<file path="src/hw/rtl/serw_pkg.sv">
// ----------------------------------------------------------------------------
// serw_pkg
// Shared constants, types and helpers of the sequenced event reorder window.
// ----------------------------------------------------------------------------
package serw_pkg;

   localparam int WINDOW_SLOTS = 32;
   localparam int MAX_REQUESTS = 16;
   localparam int PAYLOAD_BITS = 32;

   localparam int SEQ_BITS   = 32;
   localparam int WORD_BITS  = 32;
   localparam int SLOT_BITS  = $clog2(WINDOW_SLOTS);
   localparam int USED_BITS  = $clog2(WINDOW_SLOTS + 1);
   localparam int REQ_BITS   = $clog2(MAX_REQUESTS + 1);
   localparam int STORE_BITS = (PAYLOAD_BITS < WORD_BITS) ? PAYLOAD_BITS : WORD_BITS;

   typedef logic [SLOT_BITS-1:0] slot_type;
   typedef logic [USED_BITS-1:0] used_type;
   typedef logic [REQ_BITS-1:0]  req_cnt_type;

   localparam logic [1:0] KIND_STATUS  = 2'd0;
   localparam logic [1:0] KIND_DELIVER = 2'd1;
   localparam logic [1:0] KIND_REQUEST = 2'd2;

   localparam logic [1:0] ST_STORED    = 2'd0;
   localparam logic [1:0] ST_DUPLICATE = 2'd1;
   localparam logic [1:0] ST_OLDER     = 2'd2;
   localparam logic [1:0] ST_BEYOND    = 2'd3;

   localparam logic REQ_ARRIVAL = 1'b0;
   localparam logic REQ_TICK    = 1'b1;

   typedef struct packed {
      logic arrive;
      logic release_word;
      logic tick_start;
      logic dlv_issue;
      logic dlv_capture;
      logic gap_mark;
      logic gap_step;
      logic flush;
   } cmd_type;

   typedef struct packed {
      logic held_valid;
      logic held_tick;
      logic off_lt_used;
      logic slot_full_off;
      logic req_below_max;
      logic pend_valid;
      logic out_free;
   } sts_type;

   function automatic slot_type phys_slot(slot_type ptr, used_type off);
      logic [USED_BITS:0] sum;
      sum = {1'b0, used_type'(ptr)} + {1'b0, off};
      if (sum >= (USED_BITS + 1)'(WINDOW_SLOTS)) begin
         sum = sum - (USED_BITS + 1)'(WINDOW_SLOTS);
      end
      return slot_type'(sum);
   endfunction

endpackage

</file>
<file path="src/hw/rtl/serw_ram.sv">
// ----------------------------------------------------------------------------
// serw_ram
// Generic single-write, single-read RAM with registered read data.
// ----------------------------------------------------------------------------
module serw_ram #(
   parameter int WIDTH = 32,
   parameter int DEPTH = 32
) (
   input  logic                     clock,
   input  logic                     wr_en,
   input  logic [$clog2(DEPTH)-1:0] wr_addr,
   input  logic [WIDTH-1:0]         wr_data,
   input  logic                     rd_en,
   input  logic [$clog2(DEPTH)-1:0] rd_addr,
   output logic [WIDTH-1:0]         rd_data
);

   logic [WIDTH-1:0] mem [DEPTH];
   logic [WIDTH-1:0] rd_data_ff;

   always_ff @(posedge clock) begin
      if (wr_en) begin
         mem[wr_addr] <= wr_data;
      end
      if (rd_en) begin
         rd_data_ff <= mem[rd_addr];
      end
   end

   assign rd_data = rd_data_ff;

endmodule

</file>
<file path="src/hw/rtl/serw_ctrl.sv">
// ----------------------------------------------------------------------------
// serw_ctrl
// Sequencer for arrivals and for the deliver, gap scan and flush steps of a tick.
// ----------------------------------------------------------------------------
module serw_ctrl (
   input  logic              clock,
   input  logic              reset,
   input  serw_pkg::sts_type sts,
   output serw_pkg::cmd_type cmd
);

   typedef enum logic [2:0] {
      S_IDLE,
      S_DLV_CHK,
      S_DLV_CAP,
      S_GAP,
      S_FLUSH
   } state_type;

   state_type state_ff;
   state_type state_in;
   logic      push_ok;

   assign push_ok = !sts.pend_valid || sts.out_free;

   always_comb begin
      cmd      = '0;
      state_in = state_ff;
      case (state_ff)
         S_IDLE: begin
            if (sts.held_valid && !sts.held_tick && sts.out_free) begin
               cmd.arrive       = 1'b1;
               cmd.release_word = 1'b1;
            end else if (sts.held_valid && sts.held_tick) begin
               cmd.tick_start = 1'b1;
               state_in       = S_DLV_CHK;
            end
         end
         S_DLV_CHK: begin
            if (sts.off_lt_used && sts.slot_full_off) begin
               if (push_ok) begin
                  cmd.dlv_issue = 1'b1;
                  state_in      = S_DLV_CAP;
               end
            end else begin
               cmd.gap_mark = 1'b1;
               state_in     = S_GAP;
            end
         end
         S_DLV_CAP: begin
            cmd.dlv_capture = 1'b1;
            state_in        = S_DLV_CHK;
         end
         S_GAP: begin
            if (sts.off_lt_used && sts.req_below_max) begin
               if (push_ok) begin
                  cmd.gap_step = 1'b1;
               end
            end else begin
               state_in = S_FLUSH;
            end
         end
         S_FLUSH: begin
            if (push_ok) begin
               cmd.flush        = 1'b1;
               cmd.release_word = 1'b1;
               state_in         = S_IDLE;
            end
         end
         default: begin
            state_in = S_IDLE;
         end
      endcase
   end

   always_ff @(posedge clock) begin
      if (reset) begin
         state_ff <= S_IDLE;
      end else begin
         state_ff <= state_in;
      end
   end

endmodule

</file>
<file path="src/hw/rtl/serw_datapath.sv">
// ----------------------------------------------------------------------------
// serw_datapath
// Input word buffer, window state, slot store, pending and output registers.
// ----------------------------------------------------------------------------
module serw_datapath (
   input  logic                             clock,
   input  logic                             reset,
   input  serw_pkg::cmd_type                cmd,
   output serw_pkg::sts_type                sts,
   input  logic                             req_valid,
   output logic                             req_ready,
   input  logic                             req_type,
   input  logic [serw_pkg::SEQ_BITS-1:0]    req_seq_number,
   input  logic [serw_pkg::WORD_BITS-1:0]   req_event_payload,
   output logic                             rsp_valid,
   input  logic                             rsp_ready,
   output logic [1:0]                       rsp_result_kind,
   output logic [serw_pkg::SEQ_BITS-1:0]    rsp_result_seq,
   output logic [serw_pkg::WORD_BITS-1:0]   rsp_result_payload,
   output logic [1:0]                       rsp_arrival_status,
   output logic                             rsp_last_result
);

   localparam int W = serw_pkg::WINDOW_SLOTS;

   logic                             held_valid_ff, held_valid_in;
   logic                             held_type_ff;
   logic [serw_pkg::SEQ_BITS-1:0]    held_seq_ff;
   logic [serw_pkg::WORD_BITS-1:0]   held_pay_ff;
   logic                             accept;

   logic [W-1:0]                     full_ff, full_in;
   logic [serw_pkg::SEQ_BITS-1:0]    base_ff, base_in;
   serw_pkg::used_type               used_ff, used_in;
   serw_pkg::slot_type               ptr_ff, ptr_in;

   serw_pkg::used_type               off_ff, off_in;
   serw_pkg::used_type               n_ff, n_in;
   serw_pkg::req_cnt_type            req_cnt_ff, req_cnt_in;

   logic                             pend_valid_ff, pend_valid_in;
   logic [1:0]                       pend_kind_ff, pend_kind_in;
   logic [serw_pkg::SEQ_BITS-1:0]    pend_seq_ff, pend_seq_in;
   logic [serw_pkg::WORD_BITS-1:0]   pend_pay_ff, pend_pay_in;

   logic                             out_valid_ff, out_valid_in;
   logic [1:0]                       out_kind_ff, out_kind_in;
   logic [serw_pkg::SEQ_BITS-1:0]    out_seq_ff, out_seq_in;
   logic [serw_pkg::WORD_BITS-1:0]   out_pay_ff, out_pay_in;
   logic [1:0]                       out_status_ff, out_status_in;
   logic                             out_last_ff, out_last_in;

   logic [serw_pkg::SEQ_BITS-1:0]    arr_off;
   serw_pkg::used_type               arr_off_u;
   serw_pkg::slot_type               arr_slot;
   logic [1:0]                       arr_status;
   serw_pkg::slot_type               scan_slot;
   logic                             ram_wr_en;
   logic [serw_pkg::STORE_BITS-1:0]  ram_rd_data;
   logic                             out_free;

   assign out_free  = !out_valid_ff || rsp_ready;
   assign req_ready = !held_valid_ff || cmd.release_word;
   assign accept    = req_valid && req_ready;
   assign scan_slot = serw_pkg::phys_slot(ptr_ff, off_ff);

   always_comb begin
      arr_off   = held_seq_ff - base_ff;
      arr_off_u = serw_pkg::used_type'(arr_off);
      arr_slot  = serw_pkg::phys_slot(ptr_ff, arr_off_u);
      if (held_seq_ff < base_ff) begin
         arr_status = serw_pkg::ST_OLDER;
      end else if (arr_off >= serw_pkg::SEQ_BITS'(W)) begin
         arr_status = serw_pkg::ST_BEYOND;
      end else if (full_ff[arr_slot]) begin
         arr_status = serw_pkg::ST_DUPLICATE;
      end else begin
         arr_status = serw_pkg::ST_STORED;
      end
   end

   assign ram_wr_en = cmd.arrive && (arr_status == serw_pkg::ST_STORED);

   serw_ram #(
      .WIDTH (serw_pkg::STORE_BITS),
      .DEPTH (W)
   ) u_slot_ram (
      .clock   (clock),
      .wr_en   (ram_wr_en),
      .wr_addr (arr_slot),
      .wr_data (serw_pkg::STORE_BITS'(held_pay_ff)),
      .rd_en   (cmd.dlv_issue),
      .rd_addr (scan_slot),
      .rd_data (ram_rd_data)
   );

   always_comb begin
      held_valid_in = held_valid_ff;
      if (accept) begin
         held_valid_in = 1'b1;
      end else if (cmd.release_word) begin
         held_valid_in = 1'b0;
      end

      full_in    = full_ff;
      base_in    = base_ff;
      used_in    = used_ff;
      ptr_in     = ptr_ff;
      off_in     = off_ff;
      n_in       = n_ff;
      req_cnt_in = req_cnt_ff;

      pend_valid_in = pend_valid_ff;
      pend_kind_in  = pend_kind_ff;
      pend_seq_in   = pend_seq_ff;
      pend_pay_in   = pend_pay_ff;

      out_valid_in  = out_valid_ff && !rsp_ready;
      out_kind_in   = out_kind_ff;
      out_seq_in    = out_seq_ff;
      out_pay_in    = out_pay_ff;
      out_status_in = out_status_ff;
      out_last_in   = out_last_ff;

      if (cmd.arrive) begin
         if (ram_wr_en) begin
            full_in[arr_slot] = 1'b1;
            if (used_ff < arr_off_u + 1'b1) begin
               used_in = arr_off_u + 1'b1;
            end
         end
         out_valid_in  = 1'b1;
         out_kind_in   = serw_pkg::KIND_STATUS;
         out_seq_in    = held_seq_ff;
         out_pay_in    = '0;
         out_status_in = arr_status;
         out_last_in   = 1'b1;
      end

      if (cmd.tick_start) begin
         off_in        = '0;
         req_cnt_in    = '0;
         pend_valid_in = 1'b0;
      end

      if (cmd.dlv_issue) begin
         full_in[scan_slot] = 1'b0;
      end

      if (cmd.gap_mark) begin
         n_in = off_ff;
      end

      if ((cmd.dlv_capture || (cmd.gap_step && !full_ff[scan_slot]) || cmd.flush)
          && pend_valid_ff) begin
         out_valid_in  = 1'b1;
         out_kind_in   = pend_kind_ff;
         out_seq_in    = pend_seq_ff;
         out_pay_in    = pend_pay_ff;
         out_status_in = serw_pkg::ST_STORED;
         out_last_in   = cmd.flush;
      end

      if (cmd.dlv_capture) begin
         pend_valid_in = 1'b1;
         pend_kind_in  = serw_pkg::KIND_DELIVER;
         pend_seq_in   = base_ff + serw_pkg::SEQ_BITS'(off_ff);
         pend_pay_in   = serw_pkg::WORD_BITS'(ram_rd_data);
         off_in        = off_ff + 1'b1;
      end

      if (cmd.gap_step) begin
         if (!full_ff[scan_slot]) begin
            pend_valid_in = 1'b1;
            pend_kind_in  = serw_pkg::KIND_REQUEST;
            pend_seq_in   = base_ff + serw_pkg::SEQ_BITS'(off_ff);
            pend_pay_in   = '0;
            req_cnt_in    = req_cnt_ff + 1'b1;
         end
         off_in = off_ff + 1'b1;
      end

      if (cmd.flush) begin
         pend_valid_in = 1'b0;
         base_in       = base_ff + serw_pkg::SEQ_BITS'(n_ff);
         ptr_in        = serw_pkg::phys_slot(ptr_ff, n_ff);
         used_in       = used_ff - n_ff;
      end
   end

   always_ff @(posedge clock) begin
      if (reset) begin
         held_valid_ff <= 1'b0;
         full_ff       <= '0;
         base_ff       <= '0;
         used_ff       <= '0;
         ptr_ff        <= '0;
         off_ff        <= '0;
         n_ff          <= '0;
         req_cnt_ff    <= '0;
         pend_valid_ff <= 1'b0;
         out_valid_ff  <= 1'b0;
      end else begin
         held_valid_ff <= held_valid_in;
         full_ff       <= full_in;
         base_ff       <= base_in;
         used_ff       <= used_in;
         ptr_ff        <= ptr_in;
         off_ff        <= off_in;
         n_ff          <= n_in;
         req_cnt_ff    <= req_cnt_in;
         pend_valid_ff <= pend_valid_in;
         out_valid_ff  <= out_valid_in;
      end
   end

   always_ff @(posedge clock) begin
      if (accept) begin
         held_type_ff <= req_type;
         held_seq_ff  <= req_seq_number;
         held_pay_ff  <= req_event_payload;
      end
      pend_kind_ff  <= pend_kind_in;
      pend_seq_ff   <= pend_seq_in;
      pend_pay_ff   <= pend_pay_in;
      out_kind_ff   <= out_kind_in;
      out_seq_ff    <= out_seq_in;
      out_pay_ff    <= out_pay_in;
      out_status_ff <= out_status_in;
      out_last_ff   <= out_last_in;
   end

   always_comb begin
      sts               = '0;
      sts.held_valid    = held_valid_ff;
      sts.held_tick     = (held_type_ff == serw_pkg::REQ_TICK);
      sts.off_lt_used   = (off_ff < used_ff);
      sts.slot_full_off = full_ff[scan_slot];
      sts.req_below_max = (req_cnt_ff < serw_pkg::REQ_BITS'(serw_pkg::MAX_REQUESTS));
      sts.pend_valid    = pend_valid_ff;
      sts.out_free      = out_free;
   end

   assign rsp_valid          = out_valid_ff;
   assign rsp_result_kind    = out_kind_ff;
   assign rsp_result_seq     = out_seq_ff;
   assign rsp_result_payload = out_pay_ff;
   assign rsp_arrival_status = out_status_ff;
   assign rsp_last_result    = out_last_ff;

endmodule

</file>
<file path="src/hw/rtl/sequenced_event_reorder_window.sv">
// ----------------------------------------------------------------------------
// sequenced_event_reorder_window
// Reorder window for numbered events: stores arrivals by sequence number and,
// on a tick, delivers the run from the base and requests missing numbers.
//
//   channel | direction | words
//   req_    | in        | req_type, req_seq_number, req_event_payload
//   rsp_    | out       | kind, seq, payload, arrival status, last flag
//
// An arrival word is handled from the input buffer; arrivals run one a cycle
// while rsp_ is free. A tick reads the slot RAM for each delivered event, then
// scans the rest of the window for gaps and flushes; rsp_ready low stalls it.
// Reset is synchronous and empties the window at once, with no clearing pass.
// A one-word input buffer takes the next word while a result waits on rsp_.
// ----------------------------------------------------------------------------
module sequenced_event_reorder_window (
   input  logic                           clock,
   input  logic                           reset,
   input  logic                           req_valid,
   output logic                           req_ready,
   input  logic                           req_type,
   input  logic [serw_pkg::SEQ_BITS-1:0]  req_seq_number,
   input  logic [serw_pkg::WORD_BITS-1:0] req_event_payload,
   output logic                           rsp_valid,
   input  logic                           rsp_ready,
   output logic [1:0]                     rsp_result_kind,
   output logic [serw_pkg::SEQ_BITS-1:0]  rsp_result_seq,
   output logic [serw_pkg::WORD_BITS-1:0] rsp_result_payload,
   output logic [1:0]                     rsp_arrival_status,
   output logic                           rsp_last_result
);

   serw_pkg::cmd_type cmd;
   serw_pkg::sts_type sts;

   serw_ctrl u_ctrl (
      .clock (clock),
      .reset (reset),
      .sts   (sts),
      .cmd   (cmd)
   );

   serw_datapath u_datapath (
      .clock              (clock),
      .reset              (reset),
      .cmd                (cmd),
      .sts                (sts),
      .req_valid          (req_valid),
      .req_ready          (req_ready),
      .req_type           (req_type),
      .req_seq_number     (req_seq_number),
      .req_event_payload  (req_event_payload),
      .rsp_valid          (rsp_valid),
      .rsp_ready          (rsp_ready),
      .rsp_result_kind    (rsp_result_kind),
      .rsp_result_seq     (rsp_result_seq),
      .rsp_result_payload (rsp_result_payload),
      .rsp_arrival_status (rsp_arrival_status),
      .rsp_last_result    (rsp_last_result)
   );

endmodule
</file>
<file path="config.mk">
export PLATFORM = sky130hd
export DESIGN_NAME = sequenced_event_reorder_window
export DESIGN_NICKNAME = d
export VERILOG_FILES = /design/src/hw/rtl/serw_pkg.sv /design/src/hw/rtl/serw_ram.sv /design/src/hw/rtl/serw_ctrl.sv /design/src/hw/rtl/serw_datapath.sv /design/src/hw/rtl/sequenced_event_reorder_window.sv
export SDC_FILE = /design/constraint.sdc
export NUM_CORES = 2
export LEC_CHECK = 0
export BUFFER_PORTS_ARGS = -buffer_cell sky130_fd_sc_hd__buf_2
export CAP_MARGIN = 15
export CORE_ASPECT_RATIO = 0.5
export CORE_MARGIN = 3
export CORE_UTILIZATION = 25
export CTS_CLUSTER_SIZE = 12
export DETAILED_ROUTE_END_ITERATION = 12
export PLACE_DENSITY = 0.38
export SKIP_CTS_REPAIR_TIMING = 1
export SLEW_MARGIN = 20
export SYNTH_ARGS = -nofsm -noshare
export SYNTH_HDL_FRONTEND = slang
export SYNTH_SLANG_ARGS = --single-unit
export TNS_END_PERCENT = 50
</file>
<file path="constraint.sdc">
create_clock -name clock -period 7.72 [get_ports clock]
set_input_delay 0.772 -clock clock [delete_from_list [all_inputs] [get_ports clock]]
set_output_delay 0.772 -clock clock [all_outputs]
set_load 0.005 [all_outputs]
</file>
==> run metrics <==
M1 GR Usage=21.9%; row cnt=121; crit path DAT=6760 ps; status=finished clean; # nets final=3639; P_leak=roughly 20 nW; first-pass GRT wire length=256000 um; Filler cells=21700; WL/cell=28.2 um; Worst path slowest cell=fa_1; Worst-Margin Slew=1150 ps; Max Fclk=0.159 GHz; insertion delay to the later sink of the worst-skew pair=810 ps; peak fanout along the critical path=32; HP Start=req_event_payload[15]; switching portion of total power=between 20% and 30%; met2 GRT Util=26.6%; Min Clock Period, post-route=about 6300 ps; GRT overflow=0; All-Layer GR Usage=roughly 16%; PwrDens=roughly 240 nW/um^2; DR pass1 iterations=7; most common cell after layout, fill and taps aside=edfxtp_1; drt initial violations=2998; XOR/XNOR share of the synthesized area=under 10%; gr busiest metal=met2; Die Span Y=339 um; final hold viol count=0; Post-Synth Adder-Cell Area=1.94%; mux share of post-synthesis cell area=12.5%; clk root buf=clkbuf_16; vias in the first global route=31300; largest net degree at the start of global routing=94; CTS Buf Count=149; die width=672 um; Yosys cell types=92; Reg area=between 30000 and 40000 sq um; Sw Pwr=between 3 and 4 mW; hold slack=152 ps; die area=228000 sq um; yosys synthesis warning count=0; Reg power frac=52.6%; VDD IR max=between 0.15 and 0.2 mV; Crit Path Category=reg -> reg; CP most frequent cell=inv_1; IO Count=140; PortBufs=139; ys flop type=edfxtp_1; clock skew=70.8 ps; max_slew headroom=23.6%; met3 Track Usage GR=between 2 and 3%; unrepaired setup endpoints after global routing=no; drc violations=0; initial cell density of the core=25.3%; compound-cell area share of the yosys netlist=around 5.7%; Critical Path Start Type=flop; Hold Path Class=in -> reg; routability cong.=0.806; detailed placement HPWL=118000 um; Post-synth EDFFs=1188; Post-DRT Antenna Nets=0; Critical path buffers and inverters=5; CP Launch Point=u_datapath.held_seq_ff[0]$_DFFE_PP_; max-slew violation count=0; RR Startpoint=u_datapath.held_seq_ff[0]$_DFFE_PP_; Gate power share=5.0%; Via density=roughly 4.8; Worst Setup End Kind=flop; area of the multi-input gates=15700 sq um; core area=219000 sq um; critical path's top delay family=simple AND/OR/NAND/NOR gates; post-route setup TNS=0 ps; Syn Inst Count=3257; routed vias=31100; initial antenna violation count=16; Mapped Avg Cell Area=17.0 sq um; CP Data Required Time=8180 ps; slowest stage delay, CP=910 ps; Synth Area in Simple Gates=6.00%; final setup fails=0; Clock Tree Buf Depth=4; max_cap viols=0; period utilization=81.5%; Seq/Total Area, Yosys=70.3%; Sink Count=1354; Post-Route WL=184000 um; mapped cell area=~55000 sq um; layout cells sized above 1=23.3%; Clock transition at path regs=60 ps; commonest cells after routing, fill and taps aside=1188 x edfxtp_1, 276 x mux4_2, 232 x nand2_1; largest family of logic cells by synthesized area=multiplexers; synthesis-to-finish area growth=16.5%; Int Power=12.1 mW; CTS tree=done; asr flop ratio synth=0%; flop and latch count out of synthesis=1354; crit path cell chain=inv_1 -> ha_1 -> inv_1 -> fa_1 -> inv_1 -> fa_1 -> mux4_2 -> mux4_1 -> mux2_2 -> or3_1 -> or2_1 -> buf_4 -> nor4_2 -> buf_12; H-tree levels=4; syn nets=3408; clock power share=42.4%
## path summary, 6_finish.rpt
path	to	slack, ps	cells past startpoint
setup / recovery	u_datapath.u_slot_ram.mem[29][11]$_DFFE_PP_	1420	14
setup reg to reg	u_datapath.u_slot_ram.mem[29][11]$_DFFE_PP_	1420	14
hold / removal	u_datapath.held_pay_ff[15]$_DFFE_PP_	150	1
hold reg to reg	u_datapath.pend_seq_ff[19]$_DFF_P_	450	2
## layout make-up
type                            instances  area share, %
Clock inverter                         32          0.331
Timing Repair Buffer                  249           2.49
Antenna cell                            3         0.0116
Clock buffer                          206           6.34
Inverter                               74          0.430
Tap cell                             2952           5.71
Multi-Input combinational cell       1660           24.3
Sequential cell                      1354           60.3
## Yosys cell counts, types with 47 or more instances
cell	instances	area [sq um]
clkbuf_1	106	398
nand2_1	234	878
edfxtp_1	1188	35700
nor2_1	139	522
mux4_2	276	6220
ha_1	75	938
a21oi_1	133	666
inv_1	74	278
dfxtp_1	166	3320
o21ai_0	75	375
a22oi_1	92	691
xnor2_1	77	674
nand4_1	47	294
## power groups by stage
stage                     clock network, mW  logic (mW)  registers (mW)
after CTS                              6.84       0.810            8.23
after global placement                    0       0.802            8.39
final                                  6.63       0.788            8.22
after floorplan                           0       0.424            8.37
after detailed placement                  0       0.809            8.38
after global routing                   7.13       0.870            8.23
## per-layer routing
metal | up-vias | wire length [um] | share of wire [%]
li1 | 13400 | - | -
met1 | 16700 | 82300 | 45
met2 | 859 | 89800 | 49
met3 | 164 | 9620 | 5.2
met4 | 0 | 2540 | 1.4
met5 | - | 0 | 0
## cell families (layout without fill, tap and decap cells)
| logic type | count (synthesis) | in the layout |
|---|---|---|
| xor+xnor | 92 | 92 |
| buf+inv | 243 | 561 |
| other cells | 0 | 3 |
| compound gates | 478 | 478 |
| fa+ha+maj | 82 | 82 |
| simple gates | 667 | 667 |
| mux | 341 | 341 |
| flops | 1354 | 1354 |
## through the flow
stage | setup WS [ps] | total power [mW] | instances | util, % | area (sq um)
floorplan | 80.0 | 8.80 | 3257 | - | 55500
global placement | 1560 | 9.19 | 6289 | 27.5 | 60300
detailed placement | 1440 | 9.19 | 6289 | 27.5 | 60300
CTS | 1390 | 15.9 | 6527 | 29.5 | 64600
global route | 1070 | 16.2 | 6528 | 29.5 | 64600
finish | 1420 | 15.6 | 6530 | 29.5 | 64600
## registers in the layout, summed over array words and instances (netlist names), 3 cells and up
name	cells
u_datapath.ptr_ff	5
u_datapath.rsp_result_payload	32
u_datapath.n_ff	6
u_datapath.u_slot_ram.rd_data	32
u_datapath.off_ff	6
u_datapath.pend_pay_ff	32
u_ctrl.state_ff	3
u_datapath.u_slot_ram.mem	1024
u_datapath.held_seq_ff	32
u_datapath.req_cnt_ff	5
u_datapath.pend_seq_ff	32
u_datapath.base_ff	32
u_datapath.full_ff	32
u_datapath.used_ff	6
u_datapath.rsp_result_seq	32
u_datapath.held_pay_ff	32
Power figures use the tool's default switching activity.
